File: src/hdl/php_pkg.sv
// ----------------------------------------------------------------------------
// php_pkg
// Shared types, codes and signature tables for the header pre-classifier.
// ----------------------------------------------------------------------------
`default_nettype none

package php_pkg;

    // result kinds
    localparam logic [1:0] KIND_NEED_MORE = 2'd0;
    localparam logic [1:0] KIND_TEXT      = 2'd1;
    localparam logic [1:0] KIND_BINARY    = 2'd2;
    localparam logic [1:0] KIND_NOT_PROXY = 2'd3;

    // configuration register indexes
    localparam logic CFG_TEXT_MAX_LEN = 1'b0;
    localparam logic CFG_BIN_LIMIT    = 1'b1;

    localparam int CNT_W   = 17;
    localparam int CFG_W   = 17;

    localparam logic [CNT_W-1:0] COUNT_MAX     = {CNT_W{1'b1}};
    localparam logic [CNT_W-1:0] TEXT_TAG_LEN  = 17'd5;
    localparam logic [CNT_W-1:0] BIN_SIG_LEN   = 17'd12;
    localparam logic [CNT_W-1:0] LEN_OFFSET_HI = 17'd14;
    localparam logic [CNT_W-1:0] LEN_OFFSET_LO = 17'd15;
    localparam logic [CNT_W-1:0] BIN_FIXED_LEN = 17'd16;
    localparam logic [7:0]       NEWLINE       = 8'h0A;

    localparam logic [7:0]       TEXT_MAX_LEN_RST = 8'd107;
    localparam logic [CFG_W-1:0] BIN_LIMIT_RST    = 17'd10000;

    typedef struct packed {
        logic [7:0] data_byte;
        logic       start_req;
    } t_php_in;

    typedef struct packed {
        logic [1:0]       kind;
        logic [CNT_W-1:0] header_length;
    } t_php_out;

    // per-byte record passed from front to back
    typedef struct packed {
        logic [CNT_W-1:0] count;      // bytes seen including this one
        logic             n_lt_sig;   // count below text signature length
        logic             n_ge_fix;   // count reached binary fixed part
        logic             n_ge_total; // whole binary header arrived
        logic             text_ok;
        logic             bin_ok;
        logic [CNT_W-1:0] nl_len;     // 0: no newline yet
        logic [CNT_W-1:0] bin_total;
    } t_php_rec;

    // "PROXY"
    function automatic logic [7:0] text_sig_byte(input logic [2:0] idx);
        logic [7:0] v;
        case (idx)
            3'd0:    v = 8'h50;
            3'd1:    v = 8'h52;
            3'd2:    v = 8'h4F;
            3'd3:    v = 8'h58;
            default: v = 8'h59;
        endcase
        return v;
    endfunction

    // 0D 0A 0D 0A 00 0D 0A 51 55 49 54 0A
    function automatic logic [7:0] bin_sig_byte(input logic [3:0] idx);
        logic [7:0] v;
        case (idx)
            4'd0:    v = 8'h0D;
            4'd1:    v = 8'h0A;
            4'd2:    v = 8'h0D;
            4'd3:    v = 8'h0A;
            4'd4:    v = 8'h00;
            4'd5:    v = 8'h0D;
            4'd6:    v = 8'h0A;
            4'd7:    v = 8'h51;
            4'd8:    v = 8'h55;
            4'd9:    v = 8'h49;
            4'd10:   v = 8'h54;
            default: v = 8'h0A;
        endcase
        return v;
    endfunction

endpackage

`default_nettype wire

File: src/hdl/proxy_header_preclassifier.sv
// ----------------------------------------------------------------------------
// proxy_header_preclassifier
// Byte-serial classifier for connection-preamble proxy headers (text/binary).
// ----------------------------------------------------------------------------
//
//  channel | direction | handshake                 | payload
//  --------+-----------+---------------------------+-----------------------------
//  in      | in        | i_in_valid / o_in_stall   | i_in_item  (data_byte, start_req)
//  out     | out       | o_out_valid / i_out_stall | o_out_item (kind, header_length)
//  cfg     | in        | i_cfg_we                  | i_cfg_idx, i_cfg_data
//
//  One item per cycle sustained unless the output stalls; each input item yields
//  exactly one result item. A result passes the queue, then the result register:
//  the front updates prefix state at acceptance, the back classifies the queue head.
//  o_in_stall rises only when the queue holds two records (output stalled).
//  Reset is synchronous, active low; it restores register defaults (107, 10000)
//  and clears all connection state, the queue fill and the output valid flag.
//
`default_nettype none

module proxy_header_preclassifier (
    input  wire logic                      i_clk,
    input  wire logic                      i_rst_n,
    // input items
    input  wire logic                      i_in_valid,
    output logic                           o_in_stall,
    input  wire php_pkg::t_php_in          i_in_item,
    // result items
    output logic                           o_out_valid,
    input  wire logic                      i_out_stall,
    output php_pkg::t_php_out              o_out_item,
    // configuration writes
    input  wire logic                      i_cfg_we,
    input  wire logic                      i_cfg_idx,
    input  wire logic [php_pkg::CFG_W-1:0] i_cfg_data
);
    import php_pkg::*;

    logic     in_accept;
    logic     q_full;
    logic     q_valid;
    logic     q_pop;
    t_php_rec front_rec;
    t_php_rec q_rec;

    // the queue decouples the stalls: input stalls only when it is full
    assign o_in_stall = q_full;
    assign in_accept  = i_in_valid && !q_full;

    // front: per-byte state tracking, builds a record per item
    php_front u_front (
        .i_clk    (i_clk),
        .i_rst_n  (i_rst_n),
        .i_accept (in_accept),
        .i_item   (i_in_item),
        .o_rec    (front_rec)
    );

    php_queue u_queue (
        .i_clk   (i_clk),
        .i_rst_n (i_rst_n),
        .i_push  (in_accept),
        .i_rec   (front_rec),
        .i_pop   (q_pop),
        .o_full  (q_full),
        .o_valid (q_valid),
        .o_rec   (q_rec)
    );

    // back: limit checks and result register
    php_back u_back (
        .i_clk      (i_clk),
        .i_rst_n    (i_rst_n),
        .i_cfg_we   (i_cfg_we),
        .i_cfg_idx  (i_cfg_idx),
        .i_cfg_data (i_cfg_data),
        .i_q_valid  (q_valid),
        .i_rec      (q_rec),
        .o_pop      (q_pop),
        .o_valid    (o_out_valid),
        .i_stall    (i_out_stall),
        .o_item     (o_out_item)
    );

endmodule

`default_nettype wire

File: src/hdl/php_front.sv
// ----------------------------------------------------------------------------
// php_front
// Per-connection byte tracker: updates prefix state and emits a record.
// ----------------------------------------------------------------------------
`default_nettype none

module php_front (
    input  wire logic              i_clk,
    input  wire logic              i_rst_n,
    input  wire logic              i_accept,
    input  wire php_pkg::t_php_in  i_item,
    output php_pkg::t_php_rec      o_rec
);
    import php_pkg::*;

    logic [CNT_W-1:0] r_cnt, n_cnt;
    logic             r_tm, n_tm;
    logic             r_bm, n_bm;
    logic [CNT_W-1:0] r_nl, n_nl;
    logic [7:0]       r_hi, n_hi;
    logic [7:0]       r_lo, n_lo;

    logic [CNT_W-1:0] pos;
    logic             base_tm, base_bm;
    logic [CNT_W-1:0] base_nl;
    logic [7:0]       base_hi, base_lo, b;
    logic [CNT_W-1:0] total;

    always_comb begin
        b       = i_item.data_byte;
        // start flag clears state before the byte is taken
        pos     = i_item.start_req ? '0 : r_cnt;
        base_tm = i_item.start_req ? 1'b1 : r_tm;
        base_bm = i_item.start_req ? 1'b1 : r_bm;
        base_nl = i_item.start_req ? '0 : r_nl;
        base_hi = i_item.start_req ? 8'd0 : r_hi;
        base_lo = i_item.start_req ? 8'd0 : r_lo;

        n_cnt = (pos == COUNT_MAX) ? pos : pos + 17'd1;
        n_tm  = base_tm;
        if (pos < TEXT_TAG_LEN && b != text_sig_byte(pos[2:0])) begin
            n_tm = 1'b0;
        end
        n_bm  = base_bm;
        if (pos < BIN_SIG_LEN && b != bin_sig_byte(pos[3:0])) begin
            n_bm = 1'b0;
        end
        n_hi = (pos == LEN_OFFSET_HI) ? b : base_hi;
        n_lo = (pos == LEN_OFFSET_LO) ? b : base_lo;
        n_nl = (b == NEWLINE && base_nl == '0) ? n_cnt : base_nl;

        total = BIN_FIXED_LEN + {1'b0, n_hi, n_lo};

        o_rec.count      = n_cnt;
        o_rec.n_lt_sig   = n_cnt < TEXT_TAG_LEN;
        o_rec.n_ge_fix   = n_cnt >= BIN_FIXED_LEN;
        o_rec.n_ge_total = n_cnt >= total;
        o_rec.text_ok    = n_tm;
        o_rec.bin_ok     = n_bm;
        o_rec.nl_len     = n_nl;
        o_rec.bin_total  = total;
    end

    always_ff @(posedge i_clk) begin
        if (!i_rst_n) begin
            r_cnt <= '0;
            r_tm  <= 1'b1;
            r_bm  <= 1'b1;
            r_nl  <= '0;
            r_hi  <= 8'd0;
            r_lo  <= 8'd0;
        end else if (i_accept) begin
            r_cnt <= n_cnt;
            r_tm  <= n_tm;
            r_bm  <= n_bm;
            r_nl  <= n_nl;
            r_hi  <= n_hi;
            r_lo  <= n_lo;
        end
    end

endmodule

`default_nettype wire

File: src/hdl/php_queue.sv
// ----------------------------------------------------------------------------
// php_queue
// Two-entry record queue between front and back.
// ----------------------------------------------------------------------------
`default_nettype none

module php_queue (
    input  wire logic              i_clk,
    input  wire logic              i_rst_n,
    input  wire logic              i_push,
    input  wire php_pkg::t_php_rec i_rec,
    input  wire logic              i_pop,
    output logic                   o_full,
    output logic                   o_valid,
    output php_pkg::t_php_rec      o_rec
);
    import php_pkg::*;

    logic [1:0] r_fill, n_fill;
    t_php_rec   r_q0, r_q1;

    assign o_full  = r_fill == 2'd2;
    assign o_valid = r_fill != 2'd0;
    assign o_rec   = r_q0;

    always_comb begin
        n_fill = r_fill;
        if (i_push && !i_pop) begin
            n_fill = r_fill + 2'd1;
        end else if (!i_push && i_pop) begin
            n_fill = r_fill - 2'd1;
        end
    end

    always_ff @(posedge i_clk) begin
        if (!i_rst_n) begin
            r_fill <= 2'd0;
        end else begin
            r_fill <= n_fill;
        end
    end

    // head in q0, tail in q1
    always_ff @(posedge i_clk) begin
        case (r_fill)
            2'd0: begin
                if (i_push) begin
                    r_q0 <= i_rec;
                end
            end
            2'd1: begin
                if (i_push && i_pop) begin
                    r_q0 <= i_rec;
                end else if (i_push) begin
                    r_q1 <= i_rec;
                end
            end
            default: begin
                if (i_pop) begin
                    r_q0 <= r_q1;
                end
            end
        endcase
    end

endmodule

`default_nettype wire

File: src/hdl/php_back.sv
// ----------------------------------------------------------------------------
// php_back
// Classifies queued records against the limits and holds the result item.
// ----------------------------------------------------------------------------
`default_nettype none

module php_back (
    input  wire logic                     i_clk,
    input  wire logic                     i_rst_n,
    input  wire logic                     i_cfg_we,
    input  wire logic                     i_cfg_idx,
    input  wire logic [php_pkg::CFG_W-1:0] i_cfg_data,
    input  wire logic                     i_q_valid,
    input  wire php_pkg::t_php_rec        i_rec,
    output logic                          o_pop,
    output logic                          o_valid,
    input  wire logic                     i_stall,
    output php_pkg::t_php_out             o_item
);
    import php_pkg::*;

    logic [7:0]       r_tml;
    logic [CFG_W-1:0] r_limit;
    logic             r_vld;
    t_php_out         r_item, n_item;

    assign o_pop   = i_q_valid && (!r_vld || !i_stall);
    assign o_valid = r_vld;
    assign o_item  = r_item;

    always_comb begin
        n_item.kind          = KIND_NOT_PROXY;
        n_item.header_length = '0;
        if (i_rec.n_lt_sig) begin
            n_item.kind = KIND_NEED_MORE;
        end else if (i_rec.text_ok) begin
            if (i_rec.nl_len != '0) begin
                if (i_rec.nl_len <= {9'd0, r_tml}) begin
                    n_item.kind          = KIND_TEXT;
                    n_item.header_length = i_rec.nl_len;
                end
            end else if (i_rec.count < {9'd0, r_tml}) begin
                n_item.kind = KIND_NEED_MORE;
            end
        end else if (i_rec.bin_ok) begin
            if (i_rec.n_ge_fix) begin
                if (i_rec.bin_total < r_limit) begin
                    n_item.header_length = i_rec.bin_total;
                    n_item.kind = i_rec.n_ge_total ? KIND_BINARY : KIND_NEED_MORE;
                end
            end else begin
                n_item.kind = KIND_NEED_MORE;
            end
        end
    end

    always_ff @(posedge i_clk) begin
        if (!i_rst_n) begin
            r_tml   <= TEXT_MAX_LEN_RST;
            r_limit <= BIN_LIMIT_RST;
            r_vld   <= 1'b0;
        end else begin
            if (i_cfg_we) begin
                unique case (i_cfg_idx)
                    CFG_TEXT_MAX_LEN: r_tml   <= i_cfg_data[7:0];
                    CFG_BIN_LIMIT:    r_limit <= i_cfg_data;
                    default:          r_tml   <= r_tml;
                endcase
            end
            if (o_pop) begin
                r_vld <= 1'b1;
            end else if (!i_stall) begin
                r_vld <= 1'b0;
            end
        end
    end

    always_ff @(posedge i_clk) begin
        if (o_pop) begin
            r_item <= n_item;
        end
    end

endmodule

`default_nettype wire

File: config.mk
export PLATFORM = sky130hd
export DESIGN_NAME = proxy_header_preclassifier
export DESIGN_NICKNAME = d
export VERILOG_FILES = /design/src/hdl/php_pkg.sv /design/src/hdl/proxy_header_preclassifier.sv /design/src/hdl/php_front.sv /design/src/hdl/php_queue.sv /design/src/hdl/php_back.sv
export SDC_FILE = /design/constraint.sdc
export NUM_CORES = 1
export LEC_CHECK = 0
export BUFFER_PORTS_ARGS = -buffer_cell sky130_fd_sc_hd__buf_2
export CORE_MARGIN = 2
export CORE_UTILIZATION = 28
export CTS_CLUSTER_SIZE = 12
export DETAILED_ROUTE_END_ITERATION = 10
export HOLD_SLACK_MARGIN = 0.08
export PLACE_DENSITY_LB_ADDON = 0.12
export REMOVE_ABC_BUFFERS = 1
export SETUP_SLACK_MARGIN = 0.3
export SYNTH_ARGS = -nofsm -noshare
export SYNTH_HDL_FRONTEND = slang
export SYNTH_SLANG_ARGS = --single-unit
File: constraint.sdc
create_clock -name i_clk -period 11.7 [get_ports i_clk]
set_clock_uncertainty 0.05 [all_clocks]
set_input_delay 0.585 -clock i_clk [delete_from_list [all_inputs] [get_ports i_clk]]
set_output_delay 0.585 -clock i_clk [all_outputs]
set_load 0.005 [all_outputs]
==> impl_metrics.prom <==
# TYPE chip_impl_metric gauge
chip_impl_metric{name="floorplan_die_area",unit="um2"} 39800
chip_impl_info{name="critical_path.slowest_cell",value="sky130_fd_sc_hd__clkinv_1"} 1
chip_impl_info{name="synth_area_leader_cell",value="sky130_fd_sc_hd__edfxtp_1"} 1
chip_impl_metric{name="totalNegativeSetupSlack",unit="ps"} 0
chip_impl_info{name="ys_dominant_reg_cell",value="sky130_fd_sc_hd__edfxtp_1"} 1
chip_impl_metric{name="irDropWorstVdd",unit="V"} 0.000129
chip_impl_metric{name="worstPathArrival",unit="ps"} 5670
chip_impl_metric{name="finalNonFillerCells",unit=""} 1674
chip_impl_metric{name="gp_congestion",unit=""} 0.837
chip_impl_metric{name="h_tree_depth_reported_by_cts",unit=""} 1
chip_impl_metric{name="post_synth_instance_area",unit="um2"} 10700
chip_impl_metric{name="vias_per_cell",unit=""} 4.79
chip_impl_info{name="synthTopCellsByCount",value="164 x sky130_fd_sc_hd__nand2_1, 131 x sky130_fd_sc_hd__edfxtp_1, 119 x sky130_fd_sc_hd__nor2_1"} 1
chip_impl_metric{name="ctsResizeCount",unit=""} 0
chip_impl_metric{name="timing_worst_slew_pin_value",unit="ps"} 1140
chip_impl_info{name="worstSetupEndpointType",value="flop"} 1
chip_impl_metric{name="timing.final.max_slew_violations",unit=""} 0
chip_impl_metric{name="dieWidth",unit="um"} 200
chip_impl_metric{name="multiInputGateArea",unit="um2"} 4650
chip_impl_metric{name="critPathMaxStageDelay",unit="ps"} 690
chip_impl_metric{name="p_leak",unit="nW"} 4.91
chip_impl_metric{name="power.share.clock",unit="%"} 33.0
chip_impl_metric{name="area.sequential",unit="um2"} 5540
chip_impl_metric{name="initial_utilization",unit="%"} 28.4
chip_impl_metric{name="drt_pass1_iterations",unit=""} 5
chip_impl_metric{name="routed_wire_length_per_instance",unit="um"} 17.9
chip_impl_info{name="critPathLaunchType",value="primary input"} 1
chip_impl_metric{name="placement.cell_area",unit="um2"} 11500
chip_impl_metric{name="post_cts.repair.setup_buffers",unit=""} 0
chip_impl_metric{name="area_delta_synth_final",unit="%"} 15.9
chip_impl_metric{name="critical_path_required",unit="ps"} 11920
chip_impl_metric{name="yosysWarnings",unit=""} 0
chip_impl_info{name="clock_root_buffer",value="sky130_fd_sc_hd__clkbuf_16"} 1
chip_impl_metric{name="holdBufCountCts",unit=""} 0
chip_impl_metric{name="finalSetupViolCount",unit=""} 0
chip_impl_metric{name="fp.coreArea",unit="um2"} 37700
chip_impl_metric{name="number_of_violations_of_the_max_capacitance_limit",unit=""} 0
chip_impl_metric{name="half_perimeter_wire_length_after_detailed_placement",unit="mm"} 20.9
chip_impl_metric{name="io_buffer_count",unit=""} 52
chip_impl_info{name="worstPathCellList",value="buf_2 > buf_4 > clkinv_1 > nand2_1 > inv_1 > ha_1 > and3_1 > nand2_1 > or4_1 > nor2_1 > a21oi_1 > ha_1 > nor2b_1 > o21a_1 > o21a_1 > o21ai_0 > a21oi_1 > or4_1 > a21oi_1 > o21ai_0"} 1
chip_impl_metric{name="post-synth-top-area-fraction",unit="%"} 36.7
chip_impl_metric{name="grt-ovfl-total",unit=""} 0
chip_impl_metric{name="syn-mean-instance-area",unit="um2"} 9.65
chip_impl_metric{name="slew_headroom",unit="%"} 23.7
chip_impl_metric{name="netlist_instances",unit=""} 1110
chip_impl_info{name="tritoncts",value="yes"} 1
chip_impl_metric{name="synth_cell_type_count",unit=""} 66
chip_impl_info{name="rsz_0062_raised_after_global_routing",value="no"} 1
chip_impl_metric{name="p_int",unit="mW"} 1.82
chip_impl_info{name="post_synth_main_area_contributors",value="sky130_fd_sc_hd__edfxtp_1 37%, sky130_fd_sc_hd__dfxtp_1 15%, sky130_fd_sc_hd__ha_1 7.2%"} 1
chip_impl_metric{name="post-route-drc-count",unit=""} 0
chip_impl_metric{name="finalWirelength",unit="mm"} 30.0
chip_impl_metric{name="synth_edf_count",unit=""} 131
chip_impl_metric{name="post_route_cells_drive_above_1_share",unit="%"} 11.2
chip_impl_metric{name="grt_use_total",unit="%"} 15.3
chip_impl_metric{name="power.share.sequential",unit="%"} 42.8
chip_impl_metric{name="cts.sinks",unit=""} 211
chip_impl_metric{name="std_cell_rows",unit=""} 71
chip_impl_info{name="status",value="complete, no violations"} 1
chip_impl_metric{name="grt_max_degree",unit=""} 68
chip_impl_metric{name="place_inst",unit=""} 1626
chip_impl_info{name="hold_path.class",value="primary input to flop"} 1
chip_impl_metric{name="grt_antenna_before_repair",unit=""} 0
chip_impl_info{name="crit_path_leading_delay_family",value="simple AND/OR/NAND/NOR gates"} 1
chip_impl_metric{name="clock_tree.buffer_depth",unit=""} 3
chip_impl_metric{name="achievable_freq",unit="GHz"} 0.184
chip_impl_metric{name="top_level_ports",unit=""} 53
chip_impl_metric{name="switching_share",unit="%"} 32.0
chip_impl_metric{name="finish.instance_area",unit="um2"} 12400
chip_impl_info{name="synth.most_common_cell",value="sky130_fd_sc_hd__nand2_1"} 1
chip_impl_metric{name="first_global_vias",unit=""} 7768
chip_impl_metric{name="num-nets-final",unit=""} 1237
chip_impl_metric{name="die-height",unit="um"} 200
chip_impl_metric{name="cts_inserted_buffers",unit=""} 26
chip_impl_metric{name="final_util",unit="%"} 33.0
chip_impl_metric{name="power_frac_comb",unit="%"} 24.2
chip_impl_metric{name="critPathBufInv",unit=""} 4
chip_impl_metric{name="timing.critical_path.fanout_max",unit=""} 52
chip_impl_metric{name="powerDensity",unit="nW/um2"} 216
chip_impl_metric{name="sequential_to_total_area_share_from_yosys_stat",unit="%"} 51.7
chip_impl_metric{name="antennaDiodeCount",unit=""} 0
chip_impl_metric{name="grt_first_pass_wirelength",unit="mm"} 47.2
chip_impl_metric{name="dr.first_iter.drc_count",unit=""} 481
chip_impl_metric{name="period_needed",unit="ps"} 5450
chip_impl_info{name="critical-path-top-cell-by-count",value="sky130_fd_sc_hd__a21oi_1"} 1
chip_impl_metric{name="clkSlewWorstSetupHoldPaths",unit="ps"} 60
chip_impl_info{name="worstSetupPathType",value="primary input to flop"} 1
chip_impl_metric{name="power_switching",unit="uW"} 859
chip_impl_metric{name="asyncSetResetFlopFracSynth",unit="%"} 0
chip_impl_metric{name="insertion_delay_to_the_later_sink_of_the_worst_skew_pair",unit="ps"} 530
chip_impl_metric{name="drt.antenna.violating_nets",unit=""} 0
chip_impl_metric{name="vias",unit=""} 8015
chip_impl_metric{name="finalHoldViolCount",unit=""} 0
chip_impl_metric{name="synth_seq_cells",unit=""} 211
chip_impl_metric{name="nFillCells",unit=""} 3933
chip_impl_metric{name="timing.final.crit_share",unit="%"} 46.6
-- final timing paths --
check	start	endpoint	slack (ps)	cells past startpoint
setup / recovery	i_in_item[0]	u_queue.o_rec[36]	6250	20
hold / removal	i_cfg_data[9]	u_back.r_limit[9]	240	3
setup reg to reg	u_front.r_cnt[0]	u_queue.o_rec[36]	6580	15
hold reg to reg	u_back.r_limit[3]	u_back.r_limit[3]	410	2
-- area by class of cell --
| type | instances | area share [%] |
|---|---|---|
| sequential | 211 | 44.6 |
| tap | 511 | 5.15 |
| inverter | 77 | 2.33 |
| multi-input combinational | 761 | 37.4 |
| clock inverter | 15 | 1.87 |
| clock buffer | 33 | 5.70 |
| timing repair buffer | 66 | 2.94 |
-- registers in the layout, indices dropped and copies added, names as in the netlist, 2 cells and up --
register        flops
u_back.o_item      19
u_back.r_limit     17
u_back.r_tml        8
u_front.r_cnt      17
u_front.r_hi        8
u_front.r_lo        8
u_front.r_nl       17
u_queue.o_rec      56
u_queue.r_fill      2
u_queue.r_q1       56
-- power groups by stage --
stage | sequential, mW | combinational [mW] | clock [mW]
after global placement | 1.16 | 0.659 | 0
after floorplan | 1.14 | 0.418 | 0
final | 1.15 | 0.648 | 0.884
after CTS | 1.15 | 0.663 | 0.911
after global routing | 1.17 | 0.741 | 0.939
after detailed placement | 1.16 | 0.660 | 0
-- per-layer routing --
| layer | track usage [%] | vias up | share of wire, % |
|---|---|---|---|
| met5 | 0 | - | 0 |
| met4 | 3.29 | 0 | 1.6 |
| met3 | 2.45 | 30 | 4.5 |
| met2 | 23.5 | 171 | 43 |
| met1 | 22.6 | 3809 | 51 |
| li1 | - | 4005 | - |
-- logic make-up (layout without fill, tap and decap cells) --
family	count (synthesis)	in the layout	share of synthesized area [%]
compound gates	235	235	13.8
mux	10	10	1.07
xor+xnor	30	30	2.45
flops	211	211	51.7
buf+inv	138	191	5.16
fa+ha+maj	62	62	7.24
simple gates	424	424	18.6
-- through the flow --
step / setup slack (ps) / hold WS, ps / power, mW
6_report: 6250 / 237 / 2.68
5_1_grt: 5810 / 233 / 2.85
4_1_cts: 6180 / 205 / 2.72
3_5_place_dp: 5630 / 401 / 1.82
3_3_place_gp: 5890 / 393 / 1.82
2_1_floorplan: 6240 / 386 / 1.55
-- placed cells by master, fill, tap and decap left out, types with 27 or more instances in the layout --
master	count
sky130_fd_sc_hd__a211oi_1	32
sky130_fd_sc_hd__a21oi_1	91
sky130_fd_sc_hd__buf_2	52
sky130_fd_sc_hd__clkbuf_16	27
sky130_fd_sc_hd__dfxtp_1	80
sky130_fd_sc_hd__edfxtp_1	131
sky130_fd_sc_hd__ha_1	62
sky130_fd_sc_hd__inv_1	74
sky130_fd_sc_hd__nand2_1	164
sky130_fd_sc_hd__nor2_1	118
sky130_fd_sc_hd__o21ai_0	27
-- worst reg2reg max path, delay by kind of cell (launching register included) --
kind	cells	cell delay, ps
simple gates	6	2230
compound gates	7	1510
fa+ha+maj	2	610
flops	1	460
Note: power is estimated with default switching activity, not from simulation.
